<file path="src/rtl/core/bpe_ram.sv">
module bpe_ram #(
   parameter int WIDTH = 32,
   parameter int DEPTH = 16,
   localparam int ADDR_W = (DEPTH > 1) ? $clog2(DEPTH) : 1
) (
   input  logic              clock,
   input  logic              wr_en,
   input  logic [ADDR_W-1:0] wr_addr,
   input  logic [WIDTH-1:0]  wr_data,
   input  logic              rd_en,
   input  logic [ADDR_W-1:0] rd_addr,
   output logic [WIDTH-1:0]  rd_data
);

   logic [WIDTH-1:0] mem [DEPTH];

   // One write port and one registered read port; read data holds while idle.
   always_ff @(posedge clock) begin
      if (wr_en) begin
         mem[wr_addr] <= wr_data;
      end
      if (rd_en) begin
         rd_data <= mem[rd_addr];
      end
   end

endmodule

</file>
<file path="config.mk">
export PLATFORM = sky130hd
export DESIGN_NAME = bpe_ram
export DESIGN_NICKNAME = d
export VERILOG_FILES = /design/src/rtl/core/bpe_ram.sv
export SDC_FILE = /design/constraint.sdc
export NUM_CORES = 1
export LEC_CHECK = 0
export ABC_AREA = 1
export BUFFER_PORTS_ARGS = -buffer_cell sky130_fd_sc_hd__buf_4
export CAP_MARGIN = 20
export CORE_ASPECT_RATIO = 0.6
export CORE_MARGIN = 2
export CORE_UTILIZATION = 40
export CTS_BUF_LIST = sky130_fd_sc_hd__clkbuf_8
export DETAILED_ROUTE_END_ITERATION = 8
export SYNTH_ARGS = -nofsm -noshare
export SYNTH_HDL_FRONTEND = slang
export SYNTH_SLANG_ARGS = --single-unit
</file>
<file path="constraint.sdc">
create_clock -name clock -period 3.6 [get_ports clock]
set_clock_uncertainty 0.15 [all_clocks]
set_input_delay 0.72 -clock clock [delete_from_list [all_inputs] [get_ports clock]]
set_output_delay 0.72 -clock clock [all_outputs]
set_load 0.05 [all_outputs]
</file>
# After elaboration in Yosys (flattened, before gate mapping)
# Memory sizes are Yosys's and may differ from the RTL's. A register that Yosys moved wholly into a read port is not among the register bits.
# Cells that the tools add are included.
[word_totals] register_bits=0 mem_bits_rw=512 in_bits=43 wordCells=3 mem_count=1
[op_classes] mux=2
[mem_list] memory="mem" words=16 word_bits=32 rd=1 rd_ports_with_merged_regs=1 wr=1 line_no="15" source="logic [WIDTH-1:0] mem [DEPTH];"
[op_table] op="$mux W1" count=2

# Depth between registers and ports, before layout
[depth] word_depth=2 ltp_mapped=10

# Least setup slack after synthesis
# OpenSTA, ideal clock, no wires.
[synth_timing] path_type="input -> register" from="input port wr_addr[2]" to="memory mem[10][0], enable pin" setup_time_ns=0.421 t_arrival_ns=2.292 required_ns=3.029 setup_slack_ns=0.737 stages=2 n_path_buf=0 cell_sequence="nand3b_1 > nor2_1"
[synth_lines] element="start: declaration" line_no="8" source="input logic [ADDR_W-1:0] wr_addr,"
[synth_lines] element="end: declaration" line_no="15"
# Straight into the memory's write port.

# Final worst setup path
[layout_timing] from="register rd_data[18] (read register of mem)" to="output port rd_data[18]"
[layout_lines] element="start: declaration" line_no="12" source="output logic [WIDTH-1:0] rd_data"
# No word-level cell between the ends.

==> metrics.md <==
| Metric | Value |
|---|---|
| H-tree Lvls | 3 |
| GRT Util Overall | 19.7% |
| Largest family of logic cells by synthesized area | simple AND/OR/NAND/NOR gates |
| Placement Setup Slack | 0.756 ns |
| Hold_sp | wr_data[22] |
| Later-pin clock latency in the skew report | 0.64 ns |
| Worst slew margin | 47.0% |
| Final core occ | 45.1% |
| Power per cell area | 486 nW/um^2 |
| Synth Area in XOR/XNOR | 0% |
| # DRC | 0 |
| Critical path required time | 2.73 ns |
| I/O pin cnt | 75 |
| Setup TNS | 0 ns |
| Clock Path Buffers | 3 |
| Psw | 3.07 mW |
| CP max stage cell | edfxtp_1 |
| Post CTS Setup Buffer Count | 0 |
| Synth top area share | 70.9% |
| Sw Ratio | 24.5% |
| Max incr delay on CP | 0.46 ns |
| Cell Area, Placed | 24500 um^2 |
| Die Ht | 190 um |
| Synthesized Nets | 2163 |
| First-pass GRT wire length | 88400 um |
| Pre-Repair DR Iteration Count | 5 |
| Root Driver | clkbuf_8 |
| Worst setup startpoint | rd_data[18]$_DFFE_PP_ |
| CP Cell Sequence | buf_4 |
| Ys Warns | 0 |
| Adder-cell share of the synthesized area | 0% |
| Initial antenna violation count | 0 |
| Final antenna-violating net count | 0 |
| Core Rows | 68 |
| CTS Sinks | 544 |
| Clock network fraction of total power | 35.0% |
| Crit path max-delay family | flip-flops |
| Internal power | 9.47 mW |
| Area Overhead vs Synth | 12.0% |
| NumNets Final | 2247 |
| DRT Wirelength | 58000 um |
| Worst-margin pin slew | 0.793 ns |
| Worst Setup Start Kind | flop |
| Clock transition at path regs | 0.07 ns |
| Combinational Power Share | 7.8% |
| CP endpoint kind | output port |
| Initial DRC count | 1490 |
| Arrival @ worst endpoint | 1.32 ns |
| FMAX | 456 MHz |
| Hold Path Class | in -> reg |
| Die W | 314 um |
| Post-synthesis sequential area ratio | 70.9% |
| CTS tree | built |
| Cts repair resizes | 0 |
| Final hold viol count | 0 |
| Routed length per instance | 19.2 um |
| Synthesized cell area | 23100 um^2 |
| Cts bufs inserted | 79 |
| Via/cell ratio | 4.91 |
| Multiplexer share of the synthesized area | 0% |
| Reg power frac | 57.2% |
| Status | finished, final reports clean |
| Count of cell types in the netlist | 14 |
| Crit path buf inv count | 1 |
| Area contributors post-synth | edfxtp_1, nand2_1, nand3_1, inv_1, buf_6 |
| Detailed-route via count | 14900 |
| Share of cells above drive strength 1 | 9.71% |
| Final worst path period need | 2.19 ns |
| Vias in the first global route | 14500 |
| Worst IR Drop VDD | 283 uV |
| Post-route cell area | 25800 um^2 |
| Final GP Congestion | 0.800 |
| Flop and latch count out of synthesis | 544 |
| P_leak | 10.9 nW |
| Pin count of the biggest net entering global routing | 129 |
| Type of the worst setup path | reg -> out |
| Pins Over Slew Limit | 0 |
| Overflow after GRT | 0 |
| ANT cells | 0 |
| Leading area contributor after synthesis | edfxtp_1 |
| Period utilization | 60.9% |
| Core Footprint | 57300 um^2 |
| Synth Instances | 2120 |
| Unrepaired setup endpoints after global routing | false |
| Hold_buf cts | 0 |
| Initial Util | 40.3% |
| Post-Synth Simple-Gate Area | 19.7% |
| FF-to-FF Start | mem[3][27]$_DFFE_PP_ |
| Crit path max fanout | 1 |
| Total die area | 59600 um^2 |
| Compound-Gate Fraction of Synth Area | 0% |
| Port Buf Inserts | 74 |
| Maxcap violations | 0 |
| PnR worst setup slack | 1.41 ns |
| Synth Area per Inst | 10.9 um^2 |
| HPWL Detailed | 31800 um |
| Setup violators final | 0 |
==> cell usage after synthesis <==
master      n
inv_2       1
buf_1      14
edfxtp_1  544
nand3b_1    2
nand3_1   385
nor2_1     17
buf_6      29
clkbuf_1   14
nand2_1   677
buf_2      41
inv_4       1
inv_1     388
buf_12      1
buf_4       6
==> area by class of cell <==
cell class / count / area, um^2
Clock buffer: 81 / 1110
Clock inverter: 51 / 209
Fill cell: 5284 / 31400
Inverter: 390 / 1470
Multi-Input combinational cell: 1081 / 4670
Sequential cell: 544 / 16300
Tap cell: 770 / 963
Timing Repair Buffer: 108 / 1060
==> final timing paths <==
kind | end | slack (ns) | cells after the start
worst max-delay path | rd_data[18] | 1.41 | 1
worst min-delay path | mem[11][22]$_DFFE_PP_ | 0.25 | 1
worst max register to register | rd_data[27]$_DFFE_PP_ | 2.16 | 6
worst min register to register | rd_data[17]$_DFFE_PP_ | 0.58 | 6
==> kinds of logic after synthesis <==
| group | Yosys count |
|---|---|
| and+or+nand+nor | 1081 |
| DFF | 544 |
| buffers and inverters | 495 |
==> stage by stage <==
step                      total power [mW]  std cells  hold WS (ns)
after floorplan                       7.89       2120         0.533
after global placement                8.28       2893         0.572
after detailed placement              8.30       2893         0.572
after CTS                             12.7       3025         0.206
after global routing                  13.0       3025         0.236
final                                 12.5       3025         0.246
==> metal layers <==
layer	vias to the layer above	GRT usage, %	share of wire (%)
met3	116	3.48	6.4
li1	7033	-	-
met2	516	30.8	45
met5	-	0	0
met4	0	6.50	2.7
met1	7201	28.0	46
==> flip-flops by register name (all words and copies together) (netlist names) <==
register and cells:
mem 512, rd_data 32
==> cells in the final DEF (no fill, tap or decap) <==
master / Yosys / layout
buf_12: 1 / 20
buf_4: 6 / 87
buf_6: 29 / 1
clkbuf_8: 0 / 81
clkinv_1: 0 / 20
clkinv_2: 0 / 10
clkinv_4: 0 / 1
edfxtp_1: 544 / 544
inv_1: 388 / 407
inv_2: 1 / 1
inv_4: 1 / 1
inv_6: 0 / 1
nand2_1: 677 / 677
nand3_1: 385 / 385
nand3b_1: 2 / 2
nor2_1: 17 / 1
nor2_4: 0 / 16
==> power by group through the flow <==
stage / Clock [mW] / Combinational, mW / Sequential [mW]
2_1_floorplan: 0 / 0.483 / 7.41
3_5_place_dp: 0 / 0.989 / 7.31
3_3_place_gp: 0 / 0.978 / 7.31
5_1_grt: 4.76 / 1.07 / 7.18
4_1_cts: 4.49 / 0.991 / 7.18
6_report: 4.38 / 0.984 / 7.17
Power figures use the tool's default switching activity.
