<file path="src/rtl/core/bpe_pkg.sv">
package bpe_pkg;

   // Default size of the control point table.
   localparam int MAX_POINTS_DEF = 16;

   // Field widths of the request and response beats.
   localparam int COORD_W = 16;
   localparam int T_W     = 17;
   localparam int DEG_W   = 4;
   localparam int IDX_IN_W = 4;
   localparam int OUT_W   = 24;

   // Working values are Q16.24, one guard bit is enough for a difference.
   localparam int WORK_FRAC = 24;
   localparam int WORK_W    = COORD_W + WORK_FRAC;
   localparam int DIFF_W    = WORK_W + 1;
   localparam int PROD_W    = DIFF_W + T_W + 1;

   // Rounding of a Q.16 product back to the working scale.
   localparam int RND_SHIFT = 16;
   localparam logic [T_W-1:0] T_ONE = T_W'(65536);

   // Operation codes.
   localparam logic OP_LOAD = 1'b0;
   localparam logic OP_EVAL = 1'b1;

   // Spans the path from a read of the working store, through its read register and the two
   // interpolation stages, to the write of the value it produces, so a later read sees it.
   localparam int WR_LATENCY = 4;

endpackage

</file>
<file path="src/rtl/core/bpe_lerp_unit.sv">
module bpe_lerp_unit #(
   parameter int IDX_W = 4
) (
   input  logic                                 clock,
   input  logic                                 reset,
   input  logic                                 step_valid,
   input  logic [IDX_W-1:0]                     step_addr,
   input  logic signed [bpe_pkg::WORK_W-1:0]    a_x,
   input  logic signed [bpe_pkg::WORK_W-1:0]    b_x,
   input  logic signed [bpe_pkg::WORK_W-1:0]    a_y,
   input  logic signed [bpe_pkg::WORK_W-1:0]    b_y,
   input  logic [bpe_pkg::T_W-1:0]              t_param,
   output logic                                 wr_en,
   output logic [IDX_W-1:0]                     wr_addr,
   output logic signed [bpe_pkg::WORK_W-1:0]    wr_x,
   output logic signed [bpe_pkg::WORK_W-1:0]    wr_y
);

   localparam logic signed [bpe_pkg::PROD_W-1:0] RND_HALF =
      bpe_pkg::PROD_W'(1) <<< (bpe_pkg::RND_SHIFT - 1);

   logic                                  v1_ff, v2_ff;
   logic [IDX_W-1:0]                      addr1_ff, addr2_ff;
   logic signed [bpe_pkg::DIFF_W-1:0]     d_x_ff, d_y_ff;
   logic signed [bpe_pkg::WORK_W-1:0]     a1_x_ff, a1_y_ff, a2_x_ff, a2_y_ff;
   logic signed [bpe_pkg::PROD_W-1:0]     p_x_ff, p_y_ff;
   logic signed [bpe_pkg::PROD_W-1:0]     t_s;
   logic signed [bpe_pkg::PROD_W-1:0]     r_x, r_y;

   assign t_s = $signed({{(bpe_pkg::PROD_W - bpe_pkg::T_W){1'b0}}, t_param});

   // Valid flags of the two pipeline stages.
   always_ff @(posedge clock) begin
      if (reset) begin
         v1_ff <= 1'b0;
         v2_ff <= 1'b0;
      end else begin
         v1_ff <= step_valid;
         v2_ff <= v1_ff;
      end
   end

   // First stage takes the difference, second stage scales it by t.
   always_ff @(posedge clock) begin
      addr1_ff <= step_addr;
      a1_x_ff  <= a_x;
      a1_y_ff  <= a_y;
      d_x_ff   <= bpe_pkg::DIFF_W'(b_x) - bpe_pkg::DIFF_W'(a_x);
      d_y_ff   <= bpe_pkg::DIFF_W'(b_y) - bpe_pkg::DIFF_W'(a_y);
      addr2_ff <= addr1_ff;
      a2_x_ff  <= a1_x_ff;
      a2_y_ff  <= a1_y_ff;
      p_x_ff   <= bpe_pkg::PROD_W'(d_x_ff) * t_s;
      p_y_ff   <= bpe_pkg::PROD_W'(d_y_ff) * t_s;
   end

   // Round the scaled difference to nearest, ties upward, and add it back.
   assign r_x = (p_x_ff + RND_HALF) >>> bpe_pkg::RND_SHIFT;
   assign r_y = (p_y_ff + RND_HALF) >>> bpe_pkg::RND_SHIFT;

   assign wr_en   = v2_ff;
   assign wr_addr = addr2_ff;
   assign wr_x    = a2_x_ff + r_x[bpe_pkg::WORK_W-1:0];
   assign wr_y    = a2_y_ff + r_y[bpe_pkg::WORK_W-1:0];

endmodule

</file>
<file path="config.mk">
export PLATFORM = sky130hd
export DESIGN_NAME = bpe_lerp_unit
export DESIGN_NICKNAME = d
export VERILOG_FILES = /design/src/rtl/core/bpe_pkg.sv /design/src/rtl/core/bpe_lerp_unit.sv
export SDC_FILE = /design/constraint.sdc
export NUM_CORES = 2
export LEC_CHECK = 0
export BUFFER_PORTS_ARGS = -buffer_cell sky130_fd_sc_hd__buf_2
export CORE_MARGIN = 1.5
export CORE_UTILIZATION = 35
export CTS_CLUSTER_DIAMETER = 150
export DETAILED_ROUTE_END_ITERATION = 6
export HOLD_SLACK_MARGIN = 0.06
export PLACE_DENSITY = 0.51
export SYNTH_ARGS = -nofsm -noshare
export SYNTH_HDL_FRONTEND = slang
export SYNTH_SLANG_ARGS = --single-unit
</file>
<file path="constraint.sdc">
create_clock -name clock -period 8.19 [get_ports clock]
set_clock_uncertainty 0.1 [all_clocks]
set_input_delay 0.4095 -clock clock [delete_from_list [all_inputs] [get_ports clock]]
set_output_delay 0.4095 -clock clock [all_outputs]
set_load 0.05 [all_outputs]
</file>
# --- Word-level counts from Yosys, hierarchy flattened ---
# Index checks and enable logic that the tools add are counted.
word_totals:
  reg_bits: 364
  out_inout_bits: 85
classes:
  multipliers: 2
  addsub: 6
op_table:
  columns: ["cell", "n"]
  rows:
  - ["56-bit by 17-bit adder with 56-bit output, second input constant", 2]
  - ["41-bit by 18-bit multiplier with 56-bit output", 2]
  - ["40-bit by 40-bit subtractor with 41-bit output", 2]
  - ["40-bit adder", 2]

# --- Depth between registers and ports, before layout ---
depth:
  depth_word: 2
  depth_mapped: 26
  depth_no_buf: 24

# --- Worst setup path before layout ---
# OpenSTA, ideal clock, no wires.
synth_timing:
  path_type: "in2reg"
  from: "input t_param[9] (netlist name)"
  to: "register p_y_ff[46] (netlist name)"
  setup_time_ns: 0.072
  path_slack_ns: 1.543
  n_path_buf: 2
  required_ns: 8.018
  stages: 25
  t_arrival_ns: 6.475
  cell_sequence: "clkbuf_1 > clkbuf_1 > nand2_1 > fa_1 > inv_1 > fa_1 > inv_1 > fa_1 > inv_1 > fa_1 > fa_1 > inv_1 > fa_1 > inv_1 > ha_1 > a21oi_1 > o21ai_0 > a221oi_1 > o211ai_2 > a31oi_4 > o21ai_2 > o311a_1 > a31o_2 > a21oi_1 > xnor2_1"
synth_between:
  elab_chain_len: 1
synth_rtl:
  columns: ["item", "line_no", "rtl"]
  rows:
  - ["from (decl)", "bpe_lerp_unit.sv:12", "input logic [bpe_pkg::T_W-1:0] t_param,"]
  - ["41-bit by 18-bit multiplier with 56-bit output", "bpe_lerp_unit.sv:54", "p_y_ff <= bpe_pkg::PROD_W'(d_y_ff) * t_s;"]
  - ["to (signal assigned)", "bpe_lerp_unit.sv:54", null]
  - ["to (decl)", "bpe_lerp_unit.sv:26", "logic signed [bpe_pkg::PROD_W-1:0] p_x_ff, p_y_ff;"]
# No other way between the ends.
# A chain may end at the register's enable or synchronous reset.

# --- Worst setup path in the final report ---
layout_timing:
  from: "register d_x_ff[8] (netlist name)"
  to: "register p_x_ff[55] (netlist name)"
layout_between:
  elab_chain_len: 1
layout_rtl:
  columns: ["item", "line_no", "rtl"]
  rows:
  - ["from (decl)", "bpe_lerp_unit.sv:24", "logic signed [bpe_pkg::DIFF_W-1:0] d_x_ff, d_y_ff;"]
  - ["from (signal assigned)", "bpe_lerp_unit.sv:48", "d_x_ff <= bpe_pkg::DIFF_W'(b_x) - bpe_pkg::DIFF_W'(a_x);"]
  - ["41-bit by 18-bit multiplier with 56-bit output", "bpe_lerp_unit.sv:53", "p_x_ff <= bpe_pkg::PROD_W'(d_x_ff) * t_s;"]
  - ["to (signal assigned)", "bpe_lerp_unit.sv:53", null]
  - ["to (decl)", "bpe_lerp_unit.sv:26", null]
# No other way between the ends.

==> flow_summary.toml <==
[yosys]
syn_nets = 8683
syn_inst = 6815
synth-edff-count = 0
synthTopCellsByArea = "fa_1 42%, dfxtp_1 11%, inv_1 9.8%"
ys_seq_area_share_pct = 10.9
async_flop_share_pct = 0
synth_cell_types = 90
yosys_warnings = 0
ys.flop_type = "dfxtp_1"
synth_top_cell_by_area = "fa_1"
netlist.area_leader.share_pct = 41.7
synth.avg_cell_area_um2 = 8.96
netlist_area_um2 = 61100
ys_ff_latch = 334

[timing]
tightest_slew_ns = 0.932
final.min_clock_period_ns = 7.70
setup_viol = 0
period_share_pct = 94.0
drv_slew = 0
fmax_ghz = 0.130
finalHoldViolCount = 0
relSlewSlack_pct = 37.8
setup_tns_ns = 0
rsz0062_at_grt = "false"

[layout]
stdcell_count = 9458
final_cell_mix = "1,598 x inv_1, 1,272 x fa_1, 925 x nand2_1"
final_common_cell = "inv_1"
nets = 8962
syn_to_final_growth_pct = 11.3
layout-drive-gt1-share_pct = 7.34

[floorplan]
pin_count = 269
core_um2 = 174000
dieHeight_um = 421
initial_core_util_pct = 35.2
die_w_um = 421
rows = 153
die_area_um2 = 177000

[setup_path]
critPathMaxStageDelay_ns = 0.75
path_cells = "buf_4, nand2_1, fa_1, inv_1, fa_1, fa_1, fa_1, fa_1, inv_1, fa_1, inv_1, ha_1, nand3_1, or3_1, o211ai_1, a21oi_1, buf_4, a211oi_1, o211ai_1, o21ai_1, a21oi_1, xnor2_1"
worstPathMaxFanout = 12
startpoint_type = "register"
required_ns = 8.56
critical_path.most_common_cell = "fa_1"
rrSetupSlack_ns = 0.49
cp.buffers_inverters = 5
r2r_end = "p_x_ff[55]"
critical_path_arrival_ns = 8.07
reg2reg_from = "d_x_ff[8]"
critPathKind = "reg -> reg"
ff2ff_path_depth = 22
crit_path_end_kind = "register"
slowest_stage = "dfxtp_1"
path_delay_family = "adder cells"

[flow_run]
max-cap-violations = 0

[global_routing]
grt-ovfl-total = 0
grt_antenna_before_repair = 9
grt_pass1_vias = 47901
track_usage_pct = 19.0
grt_start_max_net_pins = 70
grt_pass1_wl_um = 262000

[clock_network]
cts_tree = "yes"
cts_resized = 0
clock-root-buffer = "clkbuf_16"
clk_path_buf_depth = 3
path_clk_slew_ns = 0.06
cts_setup_buffers = 0
numCtsBuffers = 43
cts.htree.levels = 2
clock_sink_count = 334
insertion_delay_ns = 0.60

[routing]
dr_total_vias = 44812
via_per_inst = 4.74
first_pass_iters = 7
first_iter_violations = 2078
ant_nets = 0
drc = 0
finalWirelength_um = 163000
wire_per_inst_um = 17.3

[place]
portBuffers = 268
dp_hpwl_um = 134000
dpl.cell_count = 9282
gp_congestion = 0.860

[hold_path]
holdPathEnd = "d_x_ff[0]"
hold_depth = 4
min-delay-start = "b_x[0]"
holdCritPathClass = "in -> reg"

[status]
status = "complete, no violations"
==> area by class of cell <==
| cell class | instances | area, µm² |
|---|---|---|
| Sequential cell | 334 | 6690 |
| Antenna cell | 5 | 12.5 |
| Clock buffer | 57 | 1250 |
| Multi-Input combinational cell | 4636 | 47500 |
| Inverter | 1598 | 6000 |
| Timing Repair Buffer | 481 | 3310 |
| Tap cell | 2325 | 2910 |
| Clock inverter | 22 | 355 |
| Fill cell | 17710 | 106000 |
==> Yosys cell counts, types with 9 or more instances <==
library cell	n
nand4_1	30
ha_1	412
o21bai_1	33
a21oi_1	197
nand2b_1	28
dfxtp_1	334
xnor2_1	217
fa_1	1272
o21ai_0	101
clkbuf_1	244
nor2_1	143
and3_1	44
o31ai_1	9
xor2_1	92
and4_1	13
a21o_1	114
a31oi_1	11
o21a_1	37
inv_1	1598
a211oi_1	23
nand2_1	925
or2_2	11
o211ai_1	19
nand3_1	76
nor3_1	53
nor2b_1	32
and2_1	591
==> worst min-delay path, delay by kind of cell <==
| kind | cells | cell delay (ns) |
|---|---|---|
| buffers and inverters | 3 | 0.19 |
| adder cells (fa/ha/maj) | 1 | 0.15 |
==> routing by layer <==
metal | vias up | wire length [µm] | track usage, %
met4 | 0 | 3530 | 4.56
met3 | 166 | 4370 | 1.40
met2 | 680 | 87000 | 35.5
met5 | - | 0 | 0
li1 | 20901 | - | -
met1 | 23065 | 68500 | 23.5
==> kinds of logic (layout without fill, tap and decap cells) <==
| logic type | Yosys count | in the layout | share of synthesized area (%) |
|---|---|---|---|
| compound gates | 650 | 650 | 7.12 |
| other cells | 0 | 5 | 0 |
| simple gates | 1992 | 1992 | 16.0 |
| buf+inv | 1845 | 2158 | 11.3 |
| xor+xnor | 310 | 310 | 4.47 |
| flops | 334 | 334 | 10.9 |
| fa+ha+maj | 1684 | 1684 | 50.1 |
==> what timing repair did <==
action / CTS / global route
setup endpoints to repair: 0 / 0
endpoints found under the hold margin: 95 / 0
hold buffers: 92 / 0
==> per-stage QoR <==
| step | worst slack, ns | utilization, % | instance area, µm² | hold slack (ns) |
|---|---|---|---|---|
| 4_1_cts | 0.512 | 39.2 | 68000 | 0.0792 |
| 3_5_place_dp | 0.379 | 37.7 | 65500 | 0.212 |
| 3_3_place_gp | 0.440 | 37.7 | 65500 | 0.210 |
| 6_report | 0.488 | 39.2 | 68000 | 0.112 |
| 5_1_grt | 0.0726 | 39.2 | 68000 | 0.119 |
| 2_1_floorplan | 1.54 | - | 61100 | 0.210 |
==> state kept, by name (all words and copies together), names as in the netlist <==
signal,cells
wr_addr,4
p_x_ff,41
a1_x_ff,40
a2_y_ff,40
addr1_ff,4
wr_en,1
d_x_ff,41
v1_ff,1
a1_y_ff,40
a2_x_ff,40
p_y_ff,41
d_y_ff,41
==> how the worst max path moves through the flow <==
| stage | startpoint | end | cells after the start |
|---|---|---|---|
| global route | d_x_ff[8] | p_x_ff[55] | 22 |
| global placement | t_param[5] | p_x_ff[55] | 23 |
| detailed placement | t_param[5] | p_x_ff[55] | 23 |
| CTS | d_x_ff[8] | p_x_ff[55] | 22 |
| floorplan | t_param[9] | p_y_ff[46] | 25 |
| finish | d_x_ff[8] | p_x_ff[55] | 22 |
Power is not shown: default switching activity piles up to over one toggle a cycle in this logic, so the estimate is an artifact.
